[config.mk]
export PLATFORM = sky130hd
export DESIGN_NAME = ecpi_ctrl
export DESIGN_NICKNAME = d
export VERILOG_FILES = /design/src/rtl/ecpi_pkg.sv /design/src/rtl/ecpi_ctrl.sv
export VERILOG_INCLUDE_DIRS = /design/src /design/src/rtl
export SDC_FILE = /design/constraint.sdc
export NUM_CORES = 1
export LEC_CHECK = 0
export ABC_CLOCK_PERIOD_IN_PS = 3300
export BUFFER_PORTS_ARGS = -buffer_cell sky130_fd_sc_hd__buf_4
export CAP_MARGIN = 20
export CORE_AREA = 8 8 45 47
export CTS_BUF_LIST = sky130_fd_sc_hd__clkbuf_16
export DETAILED_ROUTE_END_ITERATION = 6
export DIE_AREA = 0 0 53 55
export PLACE_DENSITY = 0.4
export SETUP_SLACK_MARGIN = 0.5
export SLEW_MARGIN = 20
export SYNTH_ARGS = -nofsm -noshare
export SYNTH_HDL_FRONTEND = slang
export SYNTH_SLANG_ARGS = --single-unit
[constraint.sdc]
create_clock -name clk -period 3.3 [get_ports clk]
set_clock_uncertainty 0.15 [all_clocks]
set_input_delay 0.66 -clock clk [delete_from_list [all_inputs] [get_ports clk]]
set_output_delay 0.66 -clock clk [all_outputs]
set_load 0.005 [all_outputs]
[src/rtl/assert_macros.svh]
// Assertion macros shared by the RTL modules.
// Each macro checks on the rising edge of the given clock and is disabled
// while the active-low reset is asserted.
`ifndef ASSERT_MACROS_SVH
`define ASSERT_MACROS_SVH
`ifndef SYNTHESIS
// The consequent must hold in the same cycle as the antecedent.
`define ASSERT_IMPLY(label, clk, rst_n, ante, cons, msg) \
  label: assert property (@(posedge clk) disable iff (!rst_n) (ante) |-> (cons)) \
    else $error(msg);
// The consequent must hold in the cycle after the antecedent.
`define ASSERT_NEXT(label, clk, rst_n, ante, cons, msg) \
  label: assert property (@(posedge clk) disable iff (!rst_n) (ante) |=> (cons)) \
    else $error(msg);
// The condition must never be true.
`define ASSERT_NEVER(label, clk, rst_n, cond, msg) \
  label: assert property (@(posedge clk) disable iff (!rst_n) !(cond)) \
    else $error(msg);
`else
`define ASSERT_IMPLY(label, clk, rst_n, ante, cons, msg)
`define ASSERT_NEXT(label, clk, rst_n, ante, cons, msg)
`define ASSERT_NEVER(label, clk, rst_n, cond, msg)
`endif
`endif

[src/rtl/ecpi_pkg.sv]
`timescale 1ns / 1ps

package ecpi_pkg;

  // Width of the colors_used field.
  localparam int unsigned CU_W = 9;

  // Request action codes.
  localparam logic [1:0] ACT_CLEAR = 2'd0;
  localparam logic [1:0] ACT_BUILD = 2'd1;
  localparam logic [1:0] ACT_MAP   = 2'd2;
  localparam logic [1:0] ACT_READ  = 2'd3;

  typedef struct packed {
    logic [1:0] action;
    logic [7:0] red;
    logic [7:0] green;
    logic [7:0] blue;
    logic [7:0] alpha;
    logic [7:0] entry_number;
  } in_t;

  typedef struct packed {
    logic [7:0]      color_index;
    logic            added;
    logic            palette_full;
    logic [CU_W-1:0] colors_used;
    logic [7:0]      entry_red;
    logic [7:0]      entry_green;
    logic [7:0]      entry_blue;
  } out_t;

  // How much work a request needs.
  typedef enum logic [1:0] {
    K_DIRECT = 2'd0,
    K_SCAN   = 2'd1,
    K_READ   = 2'd2
  } kind_t;

  typedef struct packed {
    logic load;
    logic scan_en;
    logic rd_en;
    logic commit;
  } cmd_t;

  typedef struct packed {
    kind_t in_kind;
    logic  scan_done;
    logic  out_free;
  } sts_t;

endpackage

[src/rtl/ecpi_ctrl.sv]
`timescale 1ns / 1ps
`include "assert_macros.svh"

module ecpi_ctrl (
  input  logic          clk,
  input  logic          rst_n,
  input  logic          in_valid,
  output logic          in_ready,
  output ecpi_pkg::cmd_t cmd,
  input  ecpi_pkg::sts_t sts
);

  typedef enum logic [3:0] {
    S_IDLE = 4'b0001,
    S_SCAN = 4'b0010,
    S_READ = 4'b0100,
    S_DONE = 4'b1000
  } state_t;

  state_t state_r;
  state_t state_nxt;

  always_comb begin
    state_nxt   = state_r;
    cmd         = '0;
    in_ready    = 1'b0;
    case (state_r)
      S_IDLE: begin
        in_ready = 1'b1;
        if (in_valid) begin
          cmd.load = 1'b1;
          case (sts.in_kind)
            ecpi_pkg::K_SCAN: state_nxt = S_SCAN;
            ecpi_pkg::K_READ: state_nxt = S_READ;
            default:          state_nxt = S_DONE;
          endcase
        end
      end
      S_SCAN: begin
        cmd.scan_en = 1'b1;
        if (sts.scan_done) begin
          state_nxt = S_DONE;
        end
      end
      S_READ: begin
        cmd.rd_en = 1'b1;
        state_nxt = S_DONE;
      end
      S_DONE: begin
        if (sts.out_free) begin
          cmd.commit = 1'b1;
          state_nxt  = S_IDLE;
        end
      end
      default: begin
        state_nxt = S_IDLE;
      end
    endcase
  end

  always_ff @(posedge clk) begin
    if (!rst_n) begin
      state_r <= S_IDLE;
    end else begin
      state_r <= state_nxt;
    end
  end

  `ASSERT_NEXT(a_one_request, clk, rst_n, in_valid && in_ready, !in_ready,
    "a second request was taken before the first one finished")
  `ASSERT_NEXT(a_commit_to_idle, clk, rst_n, cmd.commit, in_ready,
    "controller did not return to idle after a result")

endmodule

## Word-level counts from Yosys, hierarchy flattened

Index checks and enable logic that the tools add are counted.

| storage, ports and cells | value |
|---|---|
| word-level logic and storage cells | 23 |
| bits of input ports | 7 |
| bits in registers | 4 |

| operators by class | value |
|---|---|
| reductions and logical operators | 1 |
| multiplexer cells | 12 |
| equality and inequality tests | 9 |

Operators by type and width:

| cell | count |
|---|---|
| $pmux W4 S4 | 1 |
| $mux W4 | 3 |
| $pmux W4 S2 | 1 |
| $mux W1 | 7 |
| $ne A2 B2 Y1 const B | 3 |
| $eq A4 B1 Y1 const B | 1 |
| $eq A4 B2 Y1 const B | 1 |
| $eq A4 B3 Y1 const B | 1 |
| $eq A4 B4 Y1 const B | 1 |
| $reduce_and A3 Y1 | 1 |
| $eq A2 B1 Y1 const B | 1 |
| $eq A2 B2 Y1 const B | 1 |

## Longest topological paths before layout

| depth | value |
|---|---|
| depth after elaboration | 4 |
| mapped depth | 5 |

## Least setup slack after synthesis

OpenSTA, ideal clock, no wires.

| path | value |
|---|---|
| path kind | reg2out |
| start | reg state_r[2] |
| end | out cmd[3] (netlist name) |
| data arrival time | 0.948 ns |
| data required time | 2.490 ns |
| cell stages (with the launch flop) | 3 |
| setup slack | 1.542 ns |
| cells stage by stage | dfxtp_1 > nor4b_2 > and2_1 |

RTL lines:

| element | line | text |
|---|---|---|
| start: declaration | ecpi_ctrl.sv:20 | `state_t state_r;` |
| start signal: assignment | ecpi_ctrl.sv:65 | `state_r <= state_nxt;` |
| end: declaration | ecpi_ctrl.sv:9 | `output ecpi_pkg::cmd_t cmd,` |

==> impl_results.md <==
- Outcome: complete, no violations
- Number of H-tree levels: 1
- Cell types occupying the most area after synthesis: sky130_fd_sc_hd__dfxtp_1 27%, sky130_fd_sc_hd__nor4b_2 15%, sky130_fd_sc_hd__ha_1 8.5%
- Area used by multi-input combinational logic: 186 um2
- Category of the worst setup path launch point: flip-flop
- NumNets Final: 56
- Global-route wire length before repair: 1300 um
- Power per cell area: 602 nW/um2
- Remaining DRCs: 0
- Number of max-cap violations: 0
- Share of Yosys cell area claimed by the top area cell type: 27.4%
- Register cell area after layout: 80.1 um2
- Final slew viol count: 0
- Pin count of the biggest net entering global routing: 10
- Period minus WS final: 2.21 ns
- Crit path DAT: 1.40 ns
- Placement Rows: 14
- Core ar.: 1380 um2
- Peak per-stage delay on the critical path: 0.48 ns
- Cell at the root of the clock tree: sky130_fd_sc_hd__clkbuf_16
- Via total after detailed routing: 286
- Number of flip-flops under the largest register name: 4
- Register clock-pin slew on the reported worst setup and hold paths: 0.03 ns
- PortBufs: 11
- Unrepaired setup endpoints after global routing: no
- Final worst path period share: 67.1%
- Number of CTS-inserted buffers: 3
- Proportion of layout cells with a drive suffix above 1: 37.8%
- Worst VDD drop: 338 uV
- Number of enable-type register cells in the synthesized netlist: 0
- Slowest cell on the critical path: sky130_fd_sc_hd__dfxtp_1
- Setup_tns: 0 ns
- Post-Syn Area per Cell: 9.15 um2
- Registers with the highest flip-flop counts: state_r (4)
- Detailed placer's ending HPWL: 653 um
- Maximum root-to-sink buffer count: 2
- Fillcell total: 145
- Total Die Area: 2920 um2
- Hold WC Path Type: input port to flip-flop
- Setup slack after placement: 1.30 ns
- Number of nets in the synthesized netlist: 41
- Post_cts resized: 0
- #FFs+latches synth: 4
- Leakage component of the power: 0.205 nW
- Total Routed Length: 805 um
- Critical path cell sequence: nor4b_2 > and2_1 > buf_4
- DR WL/cell: 13.2 um
- Post-synth cell types: 21
- Critical Path End Type: output port
- Final estimated routing congestion in global placement: 0.694
- Clock latency on the worst-skew pair: 0.22 ns
- Synthesized instance count: 32
- GRT Residual Overflow: 0
- Leading cell types by count after synthesis: 4 x sky130_fd_sc_hd__dfxtp_1, 4 x sky130_fd_sc_hd__inv_1, 3 x sky130_fd_sc_hd__nor4b_2
- CTS tree: built
- Fraction of the yosys area taken by sequential cells: 27.4%
- Number of DRC markers after the initial detailed-route iteration: 1
- Crit path required time: 2.49 ns
- First-pass iteration count of the detailed router: 3
- Post-CTS setup buffer count: 0
- Summed instance area of the synthesized netlist: 293 um2
- Count of final setup violators: 0
- Diodes inserted: 0
- Worst-Margin Slew: 0.467 ns
- GRT Util Overall: 6.17%
- Num Clock Sinks: 4
- Fraction of registers with async set/reset: 0%
- Die width: 53 um
- Count of hold buffers inserted by post-cts repair: 0
- Reg with most FFs: state_r
- Worst slew margin: 68.8%
- Via count of the first global-routing pass: 295
- Yosys top cell by area: sky130_fd_sc_hd__dfxtp_1
- Fmax achieved: 452 MHz
- Initial Utilization: 21.2%
- Synth warnings: 0
- Chip height: 55 um
- Final ANT Viol Nets: 0
- Kind of critical path: flip-flop to output port
- Final critical-path setup slack: 1.09 ns
- Per-cell via count in the routed design: 4.69
- Hold violation total from the final report: 0
- Initial antenna violation count: 0
- Largest driver fanout on the critical path: 9
- I/O pin count: 12
- Most used flip-flop cell after synthesis: sky130_fd_sc_hd__dfxtp_1
- Synthesis-to-layout area growth: 58.1%
where the power goes:
part	internal, mW	switching [mW]
Combinational	0.0206	0.0128
Sequential	0.0518	0.00731
Clock	0.155	0.0315
per-stage QoR:
stage               hold slack [ns]  instances  util [%]  power [mW]  instance area [um2]
floorplan                     0.452         32         -      0.0772                  293
global placement              0.507         58      28.0      0.0934                  388
detailed placement            0.519         58      28.0      0.0942                  388
CTS                           0.483         61      33.5       0.283                  463
global route                  0.501         61      33.5       0.291                  463
finish                        0.484         61      33.5       0.279                  463
placed cells by master (no fill, tap or decap), drive strengths merged, types with 2 or more instances in the layout:
cell type,n
buf,11
ha,2
nor4b,3
nand3b,2
nor4,2
clkbuf,3
dfxtp,4
inv,4
layout make-up:
type / instances / share of cell area (%)
tap: 16 / 4.32
sequential: 4 / 17.3
multi-input combinational: 22 / 40.3
clock buffer: 3 / 16.2
inverter: 5 / 4.05
timing repair buffer: 11 / 17.8
critical path: cells and delay by family (launching register included):
kind | cells | cell delay [ns]
AND/OR/NAND/NOR | 2 | 0.58
flip-flops | 1 | 0.48
buffers and inverters | 1 | 0.11
metal layers:
metal  vias to the layer above  GRT usage (%)  wire, um
met2                        11           10.2       362
met4                         0           1.29         0
met5                         -              0         0
met1                       129           6.21       362
met3                         0           4.55        80
li1                        146              -         -
worst paths after layout:
path                                  from          to  slack (ns)  cells after the start
worst max-delay path            state_r[0]      cmd[3]        1.09                      3
worst max register to register  state_r[1]  state_r[3]        1.79                      3
worst min register to register  state_r[3]  state_r[3]        0.52                      2
worst min-delay path                 rst_n  state_r[0]        0.48                      2
cells by family (layout without fill, tap and decap cells):
group	after synthesis	in the layout	synth area share (%)
AO/OA/AOI/OAI	7	7	18.4
adder cells (fa/ha/maj)	2	2	8.55
buffers and inverters	6	19	8.97
flip-flops	4	4	27.4
AND/OR/NAND/NOR	13	13	36.8
No activity file was read; power rests on OpenSTA's default activity.
